`config.mk`:
```
export PLATFORM = sky130hd
export DESIGN_NAME = intel_hex_flash_page_loader
export DESIGN_NICKNAME = d
export VERILOG_FILES = /design/src/hdl/ihfpl_pkg.sv /design/src/hdl/ihfpl_fifo.sv /design/src/hdl/ihfpl_front.sv /design/src/hdl/ihfpl_back.sv /design/src/hdl/intel_hex_flash_page_loader.sv
export SDC_FILE = /design/constraint.sdc
export NUM_CORES = 1
export LEC_CHECK = 0
export BUFFER_PORTS_ARGS = -buffer_cell sky130_fd_sc_hd__clkbuf_2
export CAP_MARGIN = 30
export CORE_ASPECT_RATIO = 1.25
export CORE_MARGIN = 2
export CORE_UTILIZATION = 62
export CTS_CLUSTER_SIZE = 8
export DETAILED_ROUTE_END_ITERATION = 7
export PLACE_DENSITY = 0.8
export SYNTH_ARGS = -nofsm -noshare
export SYNTH_HDL_FRONTEND = slang
export SYNTH_SLANG_ARGS = --single-unit
```
`constraint.sdc`:
```
create_clock -name clk -period 14.9 [get_ports clk]
set_input_delay 0.745 -clock clk [delete_from_list [all_inputs] [get_ports clk]]
set_output_delay 0.745 -clock clk [all_outputs]
set_load 0.1 [all_outputs]
```
`src/hdl/ihfpl_pkg.sv`:
```
// shared types, codes and the hex digit decode for the hex flash page loader
`timescale 1ns / 1ps

package ihfpl_pkg;

  // input item: one text character or an end-of-transfer marker
  typedef struct packed {
    logic       operation;
    logic [7:0] char_in;
  } in_item_t;

  // result item: word fill or page write
  typedef struct packed {
    logic        command;
    logic [31:0] flash_address;
    logic [15:0] word_data;
    logic        last;
  } out_item_t;

  // operation codes
  localparam logic OP_CHAR = 1'b0;
  localparam logic OP_END  = 1'b1;

  // command codes
  localparam logic CMD_FILL = 1'b0;
  localparam logic CMD_PAGE = 1'b1;

  // characters
  localparam logic [7:0] CHAR_LF      = 8'h0A;
  localparam logic [7:0] CHAR_ZERO    = 8'h30;
  localparam logic [7:0] CHAR_NINE    = 8'h39;
  localparam logic [7:0] CHAR_UPPER_A = 8'h41;
  localparam logic [7:0] HEX_TEN      = 8'd10;

  // record types of the hex format
  localparam logic [7:0] REC_TYPE_DATA = 8'h00;
  localparam logic [7:0] REC_TYPE_EOF  = 8'h01;
  localparam logic [7:0] REC_TYPE_SEG  = 8'h02;
  localparam logic [7:0] REC_TYPE_LIN  = 8'h04;

  // work kinds passed from front to back
  localparam logic [1:0] KIND_DATA  = 2'd0;
  localparam logic [1:0] KIND_FLUSH = 2'd1;
  localparam logic [1:0] KIND_SEG   = 2'd2;
  localparam logic [1:0] KIND_LIN   = 2'd3;

  // shortest line that is decoded, line feed included
  localparam int MIN_LINE_CHARS = 11;
  // header bytes: length, offset high, offset low, type
  localparam int HDR_BYTES = 4;
  // base shifts for segment and linear records
  localparam int SEG_SHIFT = 4;
  localparam int LIN_SHIFT = 16;

  // clipped record length and pair count widths
  localparam int LEN_W  = 5;
  localparam int PAIR_W = 5;

  // header of one decoded record in the work queue
  typedef struct packed {
    logic [1:0]       kind;
    logic [LEN_W-1:0] len;
    logic [15:0]      offset;
  } rec_hdr_t;

  // uppercase-only hex digit, wraps for anything else
  function automatic logic [7:0] hex_val(input logic [7:0] c);
    logic [7:0] v;
    if (c > CHAR_NINE) begin
      v = c - CHAR_UPPER_A + HEX_TEN;
    end else begin
      v = c - CHAR_ZERO;
    end
    return v;
  endfunction

endpackage

```
`src/hdl/ihfpl_fifo.sv`:
```
// two-entry queue with push/full and pop/empty sides
`timescale 1ns / 1ps

module ihfpl_fifo #(
  parameter int WIDTH = 8
) (
  input  logic             clk,
  input  logic             rst_n,
  input  logic             push,
  input  logic [WIDTH-1:0] din,
  output logic             full,
  input  logic             pop,
  output logic [WIDTH-1:0] dout,
  output logic             empty
);

  localparam logic [1:0] CNT_NONE = 2'd0;
  localparam logic [1:0] CNT_TWO  = 2'd2;

  logic [1:0]       cnt_r, cnt_nxt;
  logic [WIDTH-1:0] head_r, tail_r;
  logic             do_push, do_pop;

  // transfer qualifiers
  assign full    = (cnt_r == CNT_TWO);
  assign empty   = (cnt_r == CNT_NONE);
  assign do_push = push && !full;
  assign do_pop  = pop && !empty;
  assign dout    = head_r;
  assign cnt_nxt = cnt_r + 2'(do_push) - 2'(do_pop);

  // occupancy
  always_ff @(posedge clk) begin
    if (!rst_n) begin
      cnt_r <= CNT_NONE;
    end else begin
      cnt_r <= cnt_nxt;
    end
  end

  // entries: head is always the oldest
  always_ff @(posedge clk) begin
    if (do_pop) begin
      if (cnt_r == CNT_TWO) begin
        head_r <= tail_r;
      end else if (do_push) begin
        head_r <= din;
      end
    end else if (do_push) begin
      if (cnt_r == CNT_NONE) begin
        head_r <= din;
      end else begin
        tail_r <= din;
      end
    end
  end

endmodule

```
`src/hdl/ihfpl_front.sv`:
```
// front end: collects a line, decodes hex pairs on the fly, classifies records
`timescale 1ns / 1ps

module ihfpl_front #(
  parameter int  LINE_CHARS       = 46,
  parameter int  MAX_RECORD_BYTES = 16,
  localparam int DATA_BYTES       = ((MAX_RECORD_BYTES + 1) / 2) * 2,
  localparam int REC_W            = $bits(ihfpl_pkg::rec_hdr_t) + 8 * DATA_BYTES
) (
  input  logic                 clk,
  input  logic                 rst_n,
  input  logic                 push,
  input  ihfpl_pkg::in_item_t  in_item,
  output logic                 full,
  output logic                 rec_push,
  output logic [REC_W-1:0]     rec_data,
  input  logic                 rec_full
);

  import ihfpl_pkg::*;

  localparam int CNT_W = $clog2(LINE_CHARS + 1);

  logic [CNT_W-1:0]        pos_r, pos_nxt;
  logic [3:0]              nib_r;
  logic [7:0]              hdr_r [HDR_BYTES];
  logic [7:0]              dat_r [DATA_BYTES];
  logic                    accept, is_char, is_lf, store;
  logic                    nib_we, pair_we, data_we;
  logic [7:0]              hv, pair_byte;
  logic [PAIR_W-1:0]       pidx, didx, npairs;
  logic [CNT_W-1:0]        cnt;
  logic                    line_ok, kind_ok;
  logic [1:0]              kind;
  rec_hdr_t                hdr;
  logic [8*DATA_BYTES-1:0] dat_vec;

  // input transfer
  assign full    = rec_full;
  assign accept  = push && !rec_full;
  assign is_char = (in_item.operation == OP_CHAR);
  assign is_lf   = (in_item.char_in == CHAR_LF);
  assign store   = (pos_r < CNT_W'(LINE_CHARS));

  // odd positions give the high digit, even positions complete a pair
  assign hv        = hex_val(in_item.char_in);
  assign pair_byte = {nib_r, 4'b0000} + hv;
  assign pidx      = PAIR_W'(pos_r >> 1) - PAIR_W'(1);
  assign didx      = pidx - PAIR_W'(HDR_BYTES);
  assign nib_we    = accept && is_char && store && pos_r[0];
  assign pair_we   = accept && is_char && store && !pos_r[0] && (pos_r != '0);
  assign data_we   = pair_we && (pidx >= PAIR_W'(HDR_BYTES));

  // line length with the terminating character, if it still fits
  assign cnt     = store ? (pos_r + CNT_W'(1)) : pos_r;
  assign line_ok = (cnt >= CNT_W'(MIN_LINE_CHARS));
  assign npairs  = PAIR_W'((cnt - CNT_W'(3)) >> 1);

  // record type classification
  always_comb begin
    kind    = KIND_DATA;
    kind_ok = 1'b1;
    case (hdr_r[3])
      REC_TYPE_DATA: kind = KIND_DATA;
      REC_TYPE_EOF:  kind = KIND_FLUSH;
      REC_TYPE_SEG:  kind = KIND_SEG;
      REC_TYPE_LIN:  kind = KIND_LIN;
      default:       kind_ok = 1'b0;
    endcase
  end

  // data bytes past the decoded pairs read as zero
  always_comb begin
    for (int j = 0; j < DATA_BYTES; j++) begin
      dat_vec[8*j +: 8] = (PAIR_W'(j + HDR_BYTES) < npairs) ? dat_r[j] : 8'h00;
    end
  end

  // record to the back end
  always_comb begin
    hdr.kind   = (in_item.operation == OP_END) ? KIND_FLUSH : kind;
    hdr.len    = (hdr_r[0] > 8'(MAX_RECORD_BYTES)) ? LEN_W'(MAX_RECORD_BYTES)
                                                    : LEN_W'(hdr_r[0]);
    hdr.offset = {hdr_r[1], hdr_r[2]};
  end
  assign rec_data = {hdr, dat_vec};
  assign rec_push = accept &&
                    ((in_item.operation == OP_END) || (is_lf && line_ok && kind_ok));

  // character position
  always_comb begin
    pos_nxt = pos_r;
    if (accept && is_char) begin
      if (is_lf) begin
        pos_nxt = '0;
      end else if (store) begin
        pos_nxt = pos_r + CNT_W'(1);
      end
    end
  end

  always_ff @(posedge clk) begin
    if (!rst_n) begin
      pos_r <= '0;
    end else begin
      pos_r <= pos_nxt;
    end
  end

  // decoded line bytes
  always_ff @(posedge clk) begin
    if (nib_we) begin
      nib_r <= hv[3:0];
    end
    for (int j = 0; j < HDR_BYTES; j++) begin
      if (pair_we && (pidx == PAIR_W'(j))) begin
        hdr_r[j] <= pair_byte;
      end
    end
    for (int j = 0; j < DATA_BYTES; j++) begin
      if (data_we && (didx == PAIR_W'(j))) begin
        dat_r[j] <= pair_byte;
      end
    end
  end

endmodule

```
`src/hdl/ihfpl_back.sv`:
```
// back end: word fills and page writes from records, one a cycle if not stalled
`timescale 1ns / 1ps

module ihfpl_back #(
  parameter int  PAGE_BYTES       = 128,
  parameter int  MAX_RECORD_BYTES = 16,
  localparam int DATA_BYTES       = ((MAX_RECORD_BYTES + 1) / 2) * 2,
  localparam int REC_W            = $bits(ihfpl_pkg::rec_hdr_t) + 8 * DATA_BYTES
) (
  input  logic                 clk,
  input  logic                 rst_n,
  input  logic                 rec_empty,
  input  logic [REC_W-1:0]     rec_data,
  output logic                 rec_pop,
  input  logic                 oq_full,
  output logic                 oq_push,
  output ihfpl_pkg::out_item_t oq_item
);

  import ihfpl_pkg::*;

  localparam int WORDS  = DATA_BYTES / 2;
  localparam int WL_W   = $clog2(WORDS + 1);
  localparam int FILL_W = $clog2(PAGE_BYTES + 2);

  localparam logic [1:0] ST_IDLE = 2'd0;
  localparam logic [1:0] ST_WORD = 2'd1;
  localparam logic [1:0] ST_PAGE = 2'd2;

  logic [1:0]              state_r, state_nxt;
  logic [31:0]             base_r, base_nxt;
  logic [31:0]             wa_r, wa_nxt;
  logic [FILL_W-1:0]       fill_r, fill_nxt, fill_add;
  logic [WL_W-1:0]         wl_r, wl_nxt, wl_load;
  logic                    pg_last_r, pg_last_nxt;
  logic [8*DATA_BYTES-1:0] dat_r, dat_nxt;
  rec_hdr_t                hdr;
  logic [8*DATA_BYTES-1:0] rdat;
  logic [31:0]             rec_base;
  logic                    page_hit, last_word;

  assign {hdr, rdat} = rec_data;
  assign fill_add    = fill_r + FILL_W'(2);
  assign page_hit    = (fill_add >= FILL_W'(PAGE_BYTES));
  assign last_word   = (wl_r == WL_W'(1));
  assign wl_load     = WL_W'(({1'b0, hdr.len} + (LEN_W + 1)'(1)) >> 1);
  assign rec_base    = {16'h0000, rdat[7:0], rdat[15:8]};

  // sequencer
  always_comb begin
    state_nxt   = state_r;
    base_nxt    = base_r;
    wa_nxt      = wa_r;
    fill_nxt    = fill_r;
    wl_nxt      = wl_r;
    pg_last_nxt = pg_last_r;
    dat_nxt     = dat_r;
    rec_pop     = 1'b0;
    oq_push     = 1'b0;
    oq_item     = '0;
    case (state_r)
      ST_IDLE: begin
        if (!rec_empty) begin
          rec_pop = 1'b1;
          case (hdr.kind)
            KIND_DATA: begin
              wa_nxt  = base_r + {16'h0000, hdr.offset};
              dat_nxt = rdat;
              wl_nxt  = wl_load;
              if (wl_load != '0) begin
                state_nxt = ST_WORD;
              end
            end
            default: begin
              // flush, segment base and linear base all close the page
              if (hdr.kind == KIND_SEG) begin
                base_nxt = rec_base << SEG_SHIFT;
              end else if (hdr.kind == KIND_LIN) begin
                base_nxt = rec_base << LIN_SHIFT;
              end
              wl_nxt      = '0;
              pg_last_nxt = 1'b1;
              if (fill_r != '0) begin
                state_nxt = ST_PAGE;
              end
            end
          endcase
        end
      end
      ST_WORD: begin
        if (!oq_full) begin
          oq_push               = 1'b1;
          oq_item.command       = CMD_FILL;
          oq_item.flash_address = wa_r;
          oq_item.word_data     = dat_r[15:0];
          oq_item.last          = last_word && !page_hit;
          wa_nxt                = wa_r + 32'd2;
          fill_nxt              = fill_add;
          dat_nxt               = dat_r >> 16;
          wl_nxt                = wl_r - WL_W'(1);
          if (page_hit) begin
            state_nxt   = ST_PAGE;
            pg_last_nxt = last_word;
          end else if (last_word) begin
            state_nxt = ST_IDLE;
          end
        end
      end
      ST_PAGE: begin
        if (!oq_full) begin
          oq_push               = 1'b1;
          oq_item.command       = CMD_PAGE;
          oq_item.flash_address = wa_r - 32'd2;
          oq_item.word_data     = 16'h0000;
          oq_item.last          = pg_last_r;
          fill_nxt              = '0;
          state_nxt             = (wl_r != '0) ? ST_WORD : ST_IDLE;
        end
      end
      default: begin
        state_nxt = ST_IDLE;
      end
    endcase
  end

  // control and address state
  always_ff @(posedge clk) begin
    if (!rst_n) begin
      state_r   <= ST_IDLE;
      base_r    <= '0;
      wa_r      <= '0;
      fill_r    <= '0;
      wl_r      <= '0;
      pg_last_r <= 1'b0;
    end else begin
      state_r   <= state_nxt;
      base_r    <= base_nxt;
      wa_r      <= wa_nxt;
      fill_r    <= fill_nxt;
      wl_r      <= wl_nxt;
      pg_last_r <= pg_last_nxt;
    end
  end

  // data bytes of the record in progress, shifted one word per fill
  always_ff @(posedge clk) begin
    dat_r <= dat_nxt;
  end

endmodule

```
`src/hdl/intel_hex_flash_page_loader.sv`:
```
// top level of the hex flash page loader: front end, record queue, back end, result queue
`timescale 1ns / 1ps

// Takes a hex text stream one character per transfer and issues flash word
// fills and page writes. The front end takes one character every cycle,
// decoding hex pairs as they arrive, and on a line feed that ends a valid
// line hands a decoded record (or, for an end-of-transfer item, a flush) to a
// two-entry record queue; it holds off input only while that queue is full.
// The back end loads a record, then issues its results in turn, stalling
// while the output queue is full: a data record of length n gives ceil(n/2)
// fills plus a page write whenever the page fills, at most nine results for
// one line. Results wait in a two-entry output queue, so a line of 11 or
// more characters normally covers the back end's work for the previous line.
module intel_hex_flash_page_loader #(
  parameter int PAGE_BYTES       = 128,
  parameter int LINE_CHARS       = 46,
  parameter int MAX_RECORD_BYTES = 16
) (
  input  logic                 clk,
  input  logic                 rst_n,
  input  logic                 push,
  input  ihfpl_pkg::in_item_t  in_item,
  output logic                 full,
  output logic                 empty,
  input  logic                 pop,
  output ihfpl_pkg::out_item_t out_item
);

  import ihfpl_pkg::*;

  localparam int DATA_BYTES = ((MAX_RECORD_BYTES + 1) / 2) * 2;
  localparam int REC_W      = $bits(rec_hdr_t) + 8 * DATA_BYTES;
  localparam int OUT_W      = $bits(out_item_t);

  logic             rec_push, rec_full, rec_pop, rec_empty;
  logic [REC_W-1:0] rec_in, rec_out;
  logic             oq_push, oq_full;
  out_item_t        oq_item;
  logic [OUT_W-1:0] oq_out;

  // line collection and classification
  ihfpl_front #(
    .LINE_CHARS       (LINE_CHARS),
    .MAX_RECORD_BYTES (MAX_RECORD_BYTES)
  ) u_front (
    .clk      (clk),
    .rst_n    (rst_n),
    .push     (push),
    .in_item  (in_item),
    .full     (full),
    .rec_push (rec_push),
    .rec_data (rec_in),
    .rec_full (rec_full)
  );

  // decoded records between the two halves
  ihfpl_fifo #(
    .WIDTH (REC_W)
  ) u_rec_q (
    .clk   (clk),
    .rst_n (rst_n),
    .push  (rec_push),
    .din   (rec_in),
    .full  (rec_full),
    .pop   (rec_pop),
    .dout  (rec_out),
    .empty (rec_empty)
  );

  // fill and page write sequencing
  ihfpl_back #(
    .PAGE_BYTES       (PAGE_BYTES),
    .MAX_RECORD_BYTES (MAX_RECORD_BYTES)
  ) u_back (
    .clk       (clk),
    .rst_n     (rst_n),
    .rec_empty (rec_empty),
    .rec_data  (rec_out),
    .rec_pop   (rec_pop),
    .oq_full   (oq_full),
    .oq_push   (oq_push),
    .oq_item   (oq_item)
  );

  // result queue
  ihfpl_fifo #(
    .WIDTH (OUT_W)
  ) u_out_q (
    .clk   (clk),
    .rst_n (rst_n),
    .push  (oq_push),
    .din   (oq_item),
    .full  (oq_full),
    .pop   (pop),
    .dout  (oq_out),
    .empty (empty)
  );

  assign out_item = out_item_t'(oq_out);

endmodule
```
==> results of run 1 <==
==> synthesized netlist by cell type (12+ instances only) <==
master / n / area (sq um)
edfxtp_1: 694 / 20840
nand2_1: 232 / 870.8
nor2_1: 154 / 578.1
mux2_2: 152 / 1712
clkbuf_1: 105 / 394.1
a21oi_1: 92 / 460.4
dfxtp_1: 84 / 1682
o21ai_0: 82 / 410.4
and2_1: 72 / 450.4
and3_1: 62 / 387.9
nand3_1: 53 / 265.3
nor2b_1: 52 / 325.3
a21o_1: 51 / 382.9
a22o_1: 47 / 411.6
nor3_1: 47 / 235.2
ha_1: 39 / 488.0
inv_1: 29 / 108.9
a32o_1: 25 / 250.2
xor2_1: 25 / 219.0
xnor2_1: 23 / 201.4
a22oi_1: 22 / 165.2
nand4_1: 18 / 112.6
o21a_1: 16 / 120.1
o22ai_1: 15 / 93.84
a211oi_1: 12 / 90.09
a31oi_1: 12 / 75.07
o211ai_1: 12 / 90.09
==> cell families (layout without fill, tap and decap cells) <==
group / after synthesis / count (layout)
AOI/OAI and AO/OA: 469 / 469
xor gates and xnor gates: 48 / 48
muxes: 163 / 163
and+or+nand+nor: 773 / 773
DFF: 778 / 778
adders and majority gates: 42 / 42
buffers and inverters: 167 / 305
==> power groups by stage <==
stage / Clock [mW] / Combinational [mW] / Sequential [mW]
after floorplan: 0 / 1.09 / 3.67
after global placement: 0 / 1.95 / 3.23
after detailed placement: 0 / 2.02 / 3.25
after CTS: 2.20 / 2.04 / 3.21
after global routing: 2.29 / 2.18 / 3.25
final: 2.17 / 2.04 / 3.22
==> worst max-delay path: cells and delay by family (launching register included) <==
family                     cells  cell delay (ns)
and+or+nand+nor                3             1.29
AOI/OAI and AO/OA              3             0.63
buffers and inverters          4             1.74
adders and majority gates      2             0.79
DFF                            1             0.64
==> through the flow <==
| stage | hold slack [ns] | setup WS, ns | cell area (sq um) | util, % | total power [mW] |
|---|---|---|---|---|---|
| floorplan | 0.4262 | 1.443 | 33170 | - | 4.764 |
| global placement | 0.4341 | 9.533 | 34130 | 64.63 | 5.184 |
| detailed placement | 0.4335 | 9.342 | 34300 | 64.94 | 5.272 |
| CTS | 0.4440 | 9.186 | 37270 | 70.58 | 7.451 |
| global route | 0.4516 | 8.942 | 37300 | 70.63 | 7.720 |
| finish | 0.4446 | 9.368 | 37300 | 70.63 | 7.423 |
==> sequential cells by signal, summed over array words and instances, names as in the netlist <==
| register | count |
|---|---|
| u_front.hdr_r | 32 |
| u_back.dat_r | 128 |
| u_front.nib_r | 4 |
| u_back.pg_last_r | 1 |
| u_front.pos_r | 6 |
| u_back.wl_r | 4 |
| u_back.state_r | 2 |
| u_back.fill_r | 7 |
| u_back.base_r | 28 |
| u_out_q.tail_r | 50 |
| u_rec_q.dout | 151 |
| u_back.wa_r | 32 |
| u_out_q.cnt_r | 2 |
| u_rec_q.cnt_r | 2 |
| u_rec_q.tail_r | 151 |
| u_front.dat_r | 128 |
| u_out_q.dout | 50 |
==> layout make-up <==
class	instances	area, sq um
clock buffers	172	2943
clock inverters	3	32.53
fillers	3289	15510
inverters	34	132.6
multi-input cells	1495	10150
flip-flops and latches	778	22520
well taps	672	840.8
repair buffers	96	680.7
==> path summary, 6_finish.rpt <==
path / from / to / cells past startpoint
hold / removal: u_front.hdr_r[1][2] / u_rec_q.tail_r[138] / 0
setup reg to reg: u_front.pos_r[1] / u_rec_q.tail_r[90] / 12
setup / recovery: u_front.pos_r[1] / u_rec_q.tail_r[90] / 12
hold reg to reg: u_front.hdr_r[1][2] / u_rec_q.tail_r[138] / 0
==> metal layers <==
metal	GRT usage [%]	wire length, um	vias up	share of wire, %
met5	0	0	-	0
met4	13.70	3520	0	4.7
met3	3.908	3540	202	4.8
met2	49.68	40140	749	54
met1	30.50	26960	9982	36
li1	-	-	9372	-
==> impl_metrics.yaml, run 1 <==
synthesis:
  synth.area.mux_share_pct: 5.492
  yosysWarningCount: 0
  ys_seq_area_share_pct: 67.89
  synth_xor_area_share_pct: 1.267
  synth_cell_types: 93
  synth_compound_area_share_pct: 9.946
  postSynthAreaPerCell_sq_um: 13.60
  syn_area_sq_um: 33170
  synth_cells: 2440
  synthesis.nets: 2494
  synth_fa_ha_area_share_pct: 1.622
  ys_async_sr_fraction_pct: 0
  synth_edf_count: 694
  synth_top_family_by_area: "simple AND/OR/NAND/NOR gates"
  ys_ff_latch: 778
  synthSimpleGateAreaFrac_pct: 11.76
  synthFlopType: "edfxtp_1"
finish:
  final_cells: 3250
  mostFrequentLayoutCells: "694 x edfxtp_1, 229 x nand2_1, 153 x nor2_1"
  drive_above_1_share_pct: 16.52
  final_common_cell: "edfxtp_1"
  syn2layout_area_growth_pct: 12.44
  antenna_cells: 0
  fin_nets: 2566
cts:
  cts-root-buf: "clkbuf_16"
  clkLatencyLatePin_ns: 0.64
  cts_buffer_depth: 3
  numCtsBuffers: 107
  cts_resized: 0
  cts.htree.levels: 3
  cts_tree: "done"
  cts_setup_buffers: 0
  cts.sinks: 778
  path_clk_slew_ns: 0.05
  cts_hold_buf: 0
critical_path:
  critical_path.slowest_cell: "buf_4"
  cp-start-kind: "flip-flop"
  worstPathRequired_ns: 15.20
  cp.arrival_ns: 5.83
  path_cells: "inv_1 > ha_1 > o2bb2ai_1 > ha_1 > or4_1 > a211oi_1 > nor4_1 > o21ai_0 > nor3_2 > buf_4 > buf_4 > buf_16"
  crit_path_end_kind: "flip-flop"
  r2r_setup_slack_ns: 9.37
  timing_worst_setup_path_type: "flip-flop to flip-flop"
  crit_fanout: 64
  max_stage_delay_ns: 0.82
sta:
  tns_ns: 0
  hold_viol_final: 0
  post-route-period-util_pct: 37.13
  tightest_slew_ns: 1.027
  maxSlewHeadroom_pct: 31.26
  skew_ns: 0.02479
  slew_violations: 0
  clock.fmax_ghz: 0.1808
  grt_setup_unrepaired: "no"
  min_period_ns: 5.532
  setup-violations-final: 0
drt:
  drc: 0
  drt_iter0_markers: 1572
  via_count: 20310
  first_pass_iters: 5
  postRouteAntennaNets: 0
  routed_wirelength_mm: 74.16
  via_per_inst: 6.248
  routedWlPerCell_um: 22.82
global_routing:
  overflow: 0
  grt.total_usage_pct: 27.06
  grt_pass1_vias: 20560
  antenna_found_initial: 0
  grt_pass1_wl_mm: 115.2
  grt_max_degree: 99
power:
  ir_drop_uv: 174.0
  leakage_nw: 13.35
  pwr-share-comb_pct: 27.5
  cellPowerDensity_nw_per_um2: 199.0
  seqPwrFrac_pct: 43.3
  sw_frac_of_total_pct: 34.43
  p_switching_mw: 2.555
  clockPowerShare_pct: 29.2
  p_int_mw: 4.867
floorplan:
  die_h_um: 262.6
  dieWidth_um: 210.9
  rows: 94
  start_util_pct: 62.82
  core_area_sq_um: 52810
  io_pins: 65
  dieArea_sq_um: 55380
placed_design:
  port_buffers: 64
  dp.final_hpwl_mm: 48.16
  placed_cells: 3074
  gp_congestion: 0.9259
outcome:
  status: "finished clean"
job:
  maxCapViolations: 0
worst_hold_path:
  hold_class: "flip-flop to flip-flop"
(Power assumes the default switching activity.)
==> inputs of run 2 (changes only) <==
--- a/config.mk
+++ b/config.mk
@@ -9,10 +9,10 @@
 export CAP_MARGIN = 30
 export CORE_ASPECT_RATIO = 1.25
 export CORE_MARGIN = 2
-export CORE_UTILIZATION = 62
+export CORE_UTILIZATION = 57
 export CTS_CLUSTER_SIZE = 8
 export DETAILED_ROUTE_END_ITERATION = 7
-export PLACE_DENSITY = 0.8
+export PLACE_DENSITY = 0.77
 export SYNTH_ARGS = -nofsm -noshare
 export SYNTH_HDL_FRONTEND = slang
 export SYNTH_SLANG_ARGS = --single-unit
==> constraint.sdc (replaced) <==
create_clock -name clk -period 5 [get_ports clk]
set_input_delay 0.25 -clock clk [delete_from_list [all_inputs] [get_ports clk]]
set_output_delay 0.25 -clock clk [all_outputs]
set_load 0.1 [all_outputs]
==> run 2 against run 1 <==
Clock-buffer cell count grew 5. Via count is 0.48% lower. Non-clock buffer count grew 10. Highest routed layer unchanged.
==> impl_metrics.yaml, run 2 (same netlist as run 1, synthesis figures left out) <==
outcome:
  status: "finished clean"
critical_path:
  critical_path.slowest_cell: "nor2_1"
  max_stage_delay_ns: 0.64
  path_cells: "ha_1 > a31oi_1 > nor2_1 > a211oi_2 > nor4_1 > o221ai_1 > nand2_8 > buf_4"
  r2r_setup_slack_ns: 1.10
  crit_path_end_kind: "flip-flop"
  timing_worst_setup_path_type: "flip-flop to flip-flop"
  worstPathRequired_ns: 5.25
  cp-start-kind: "flip-flop"
  cp.arrival_ns: 4.15
  crit_fanout: 51
finish:
  fin_nets: 2576
  drive_above_1_share_pct: 17.09
  syn2layout_area_growth_pct: 13.33
  antenna_cells: 0
  final_cells: 3342
  final_common_cell: "edfxtp_1"
  mostFrequentLayoutCells: "694 x edfxtp_1, 229 x nand2_1, 153 x nor2_1"
  fillCellCount: 4027
cts:
  clkLatencyLatePin_ns: 0.64
  cts_tree: "done"
  cts-root-buf: "clkbuf_16"
  numCtsBuffers: 107
  cts_hold_buf: 0
  cts.sinks: 778
  cts_resized: 0
  cts_setup_buffers: 0
  path_clk_slew_ns: 0.05
  cts_buffer_depth: 3
  cts.htree.levels: 3
sta:
  maxSlewHeadroom_pct: 33.13
  whs_ns: 0.05791
  slew_violations: 0
  setup-violations-final: 0
  grt_setup_unrepaired: "no"
  post-route-period-util_pct: 78.08
  clock.fmax_ghz: 0.2561
  min_period_ns: 3.904
  tightest_slew_ns: 1.001
  fin_ws_ns: 1.096
  hold_viol_final: 0
  skew_ns: 0.03256
floorplan:
  core_area_sq_um: 57390
  die_h_um: 273.7
  dieArea_sq_um: 60150
  io_pins: 65
  rows: 98
  start_util_pct: 57.81
  dieWidth_um: 219.8
global_routing:
  use_met2_pct: 45.08
  grt_pass1_wl_mm: 113.0
  met1_usage_pct: 27.70
  use_met3_pct: 3.500
  antenna_found_initial: 0
  grt.total_usage_pct: 24.34
  overflow: 0
  grt_pass1_vias: 20490
  grt_max_degree: 85
  grt-busiest-layer: "met2"
power:
  ir_drop_uv: 718.6
  leakage_nw: 13.44
  cellPowerDensity_nw_per_um2: 590.7
job:
  maxCapViolations: 0
placed_design:
  gp_congestion: 0.8829
  dp.final_hpwl_mm: 45.69
  port_buffers: 64
  placed_cells: 3161
  pre_cts_ws_ns: 1.187
drt:
  drc: 0
  first_pass_iters: 8
  drt_iter0_markers: 1807
  via_per_inst: 6.046
  postRouteAntennaNets: 0
  routed_wirelength_mm: 72.05
  routedWlPerCell_um: 21.56
  via_count: 20210
worst_hold_path:
  hold_class: "input pin to flip-flop"
run 2: cell types whose count changed in the layout (fill, tap and decap cells not counted), sizes merged:
cell and delta:
clkbuf +6, clkinv -1, buf +9
run 2: final timing paths:
check,cells past startpoint,startpoint,end
worst min-delay path,2,pop,u_out_q.tail_r[26]
worst min register to register,0,u_front.hdr_r[1][6],u_rec_q.tail_r[142]
worst max register to register,8,u_front.pos_r[0],u_rec_q.dout[24]
worst max-delay path,8,u_front.pos_r[0],u_rec_q.dout[24]
run 2: worst max-delay path: cells and delay by family (launching register included):
family                   cells  cell delay (ns)
flip-flops                   1             0.57
AO/OA/AOI/OAI                3             0.58
adder cells (fa/ha/maj)      1             0.35
AND/OR/NAND/NOR              3             1.35
buffers and inverters        1             0.60
run 2: area by class of cell:
cell class	instances	area, sq um	area share (%)
clock inverter	2	16.27	0.04327
inverter	34	135.1	0.3594
multi-input combinational	1495	10180	27.07
tap	750	938.4	2.496
sequential	778	22520	59.91
timing repair buffer	106	778.2	2.070
clock buffer	177	3025	8.048
run 2: per-layer routing:
metal  part of all wire, %  up-vias
met5                     0        -
met4                   3.6        0
met3                   4.4      168
met2                    54      674
met1                    38     9983
li1                      -     9382
run 2: report_power, final:
part | internal, mW | switching (mW) | total [mW]
clock network | 4.04 | 2.51 | 6.56
logic | 1.68 | 4.40 | 6.08
registers | 8.92 | 0.655 | 9.57
total | 14.6 | 7.57 | 22.2
run 2: per-stage QoR:
stage / cell area, sq um / setup TNS [ns] / utilization (%) / power (mW)
finish: 37590 / 0 / 65.51 / 22.21
global route: 37590 / 0 / 65.51 / 23.19
CTS: 37560 / 0 / 65.45 / 22.33
detailed placement: 34520 / 0 / 60.15 / 15.71
global placement: 34410 / 0 / 59.97 / 15.49
floorplan: 33270 / -152.18 / - / 14.13
==> inputs of run 3 (changes only) <==
--- a/config.mk
+++ b/config.mk
@@ -9,10 +9,10 @@
 export CAP_MARGIN = 30
 export CORE_ASPECT_RATIO = 1.25
 export CORE_MARGIN = 2
-export CORE_UTILIZATION = 57
+export CORE_UTILIZATION = 62
 export CTS_CLUSTER_SIZE = 8
 export DETAILED_ROUTE_END_ITERATION = 7
-export PLACE_DENSITY = 0.77
+export PLACE_DENSITY = 0.8
 export SYNTH_ARGS = -nofsm -noshare
 export SYNTH_HDL_FRONTEND = slang
 export SYNTH_SLANG_ARGS = --single-unit
==> constraint.sdc (replaced) <==
create_clock -name clk -period 4.05 [get_ports clk]
set_input_delay 0.2025 -clock clk [delete_from_list [all_inputs] [get_ports clk]]
set_output_delay 0.2025 -clock clk [all_outputs]
set_load 0.1 [all_outputs]
==> run 3 against run 2 <==
Clock-buffer cell count fell by 15. Critical path depth grew 2. Flip-flop and latch count unchanged. First-iteration DRC count shrank 13%. Largest power group unchanged.
==> impl_metrics.yaml, run 3 (same netlist as run 1, synthesis figures left out) <==
drt:
  via_per_inst: 6.247
  via_count: 20400
  drc: 0
  routed_wirelength_mm: 73.30
  drt_iter0_markers: 1564
  first_pass_iters: 7
  postRouteAntennaNets: 0
  routedWlPerCell_um: 22.45
critical_path:
  worstReg2RegEnd: "u_rec_q.dout[93]"
  crit_fanout: 63
  crit_path_end_kind: "flip-flop"
  timing.rr.start: "u_front.pos_r[5]"
  cp-start-kind: "flip-flop"
  timing_worst_setup_path_type: "flip-flop to flip-flop"
  worst-r2r-cell-count: 10
  worstPathRequired_ns: 4.38
  cp-startpoint: "u_front.pos_r[5]"
  cp.arrival_ns: 4.03
  r2r_setup_slack_ns: 0.35
cts:
  cts_resized: 0
  cts.htree.levels: 3
  cts-root-buf: "clkbuf_16"
  numCtsBuffers: 107
  cts_setup_buffers: 0
  cts.sinks: 778
  path_clk_slew_ns: 0.06
  cts_tree: "done"
  cts_hold_buf: 1
  clkLatencyLatePin_ns: 0.66
  cts_buffer_depth: 3
finish:
  regArea_sq_um: 22520
  drive_above_1_share_pct: 17.59
  fin_nets: 2588
  fin_util_pct: 71.07
  syn2layout_area_growth_pct: 13.14
  fillCellCount: 3336
  final_cells: 3265
  multi_input_area_sq_um: 10170
  antenna_cells: 0
  final_common_cell: "edfxtp_1"
  mostFrequentLayoutCells: "694 x edfxtp_1, 229 x nand2_1, 153 x nor2_1"
placed_design:
  port_buffers: 64
  dp.final_hpwl_mm: 46.21
  placed_cells: 3095
  pre_cts_ws_ns: 0.3030
  gp_congestion: 0.9156
sta:
  maxSlewHeadroom_pct: 31.37
  tns_ns: 0
  whs_ns: 0.05269
  min_period_ns: 3.698
  skew_ns: 0.03047
  fin_ws_ns: 0.3522
  hold_viol_final: 0
  tightest_slew_ns: 1.026
  clock.fmax_ghz: 0.2704
  grt_setup_unrepaired: "no"
  setup-violations-final: 0
  post-route-period-util_pct: 91.30
  slew_violations: 0
worst_hold_path:
  min-delay-start: "pop"
  min_path_cells: 2
  hold_class: "input pin to flip-flop"
  worstHoldEndpoint: "u_out_q.tail_r[34]"
floorplan:
  io_pins: 65
  dieArea_sq_um: 55380
  core_area_sq_um: 52810
  dieWidth_um: 210.9
  rows: 94
  start_util_pct: 62.82
  die_h_um: 262.6
global_routing:
  antenna_found_initial: 0
  grt_max_degree: 150
  grt.total_usage_pct: 26.62
  grt_pass1_vias: 20600
  grt_pass1_wl_mm: 114.0
  overflow: 0
power:
  leakage_nw: 13.48
  cellPowerDensity_nw_per_um2: 729.7
  ir_drop_uv: 769.4
job:
  maxCapViolations: 0
outcome:
  status: "finished clean"
[run 3: cell type report]
type / count / area share [%]
clock inverter: 6 / 0.1767
inverter: 34 / 0.3600
multi-input combinational: 1495 / 27.09
clock buffer: 162 / 7.798
tap: 672 / 2.240
sequential: 778 / 60.01
timing repair buffer: 118 / 2.327
[run 3: routing by layer]
metal	vias up	global-route usage, %	routed length, um
met2	690	48.78	39450
met3	171	3.717	3408
met4	0	13.19	3202
met5	-	0	0
met1	10140	30.30	27240
li1	9395	-	-
[run 3: worst max path at each step]
stage                                     end
final                        u_rec_q.dout[93]
after global placement    u_rec_q.tail_r[107]
after global routing         u_rec_q.dout[75]
after detailed placement  u_rec_q.tail_r[108]
after floorplan             u_rec_q.tail_r[0]
after CTS                 u_rec_q.tail_r[108]
[run 3: where the power goes]
part           internal, mW  total (mW)  switching, mW
sequential             11.0        11.8          0.821
clock                  4.88        7.99           3.11
combinational          2.11        7.57           5.47
[run 3: worst max-delay path: stages, from the launching register on]
cell and delay [ns]:
dfxtp_1 0.63, nand2_2 0.20, a21o_1 0.23, and2_1 0.18, ha_4 0.21, or4_4 0.55
a211oi_2 0.27, nor4_1 0.12, o221ai_1 0.42, nand2_8 0.24, buf_12 0.27
[run 3: stage by stage]
stage | area [sq um] | total power [mW]
4_1_cts | 37500 | 27.47
5_1_grt | 37530 | 28.51
3_5_place_dp | 34500 | 19.43
3_3_place_gp | 34440 | 19.16
6_report | 37530 | 27.39
2_1_floorplan | 33270 | 17.43
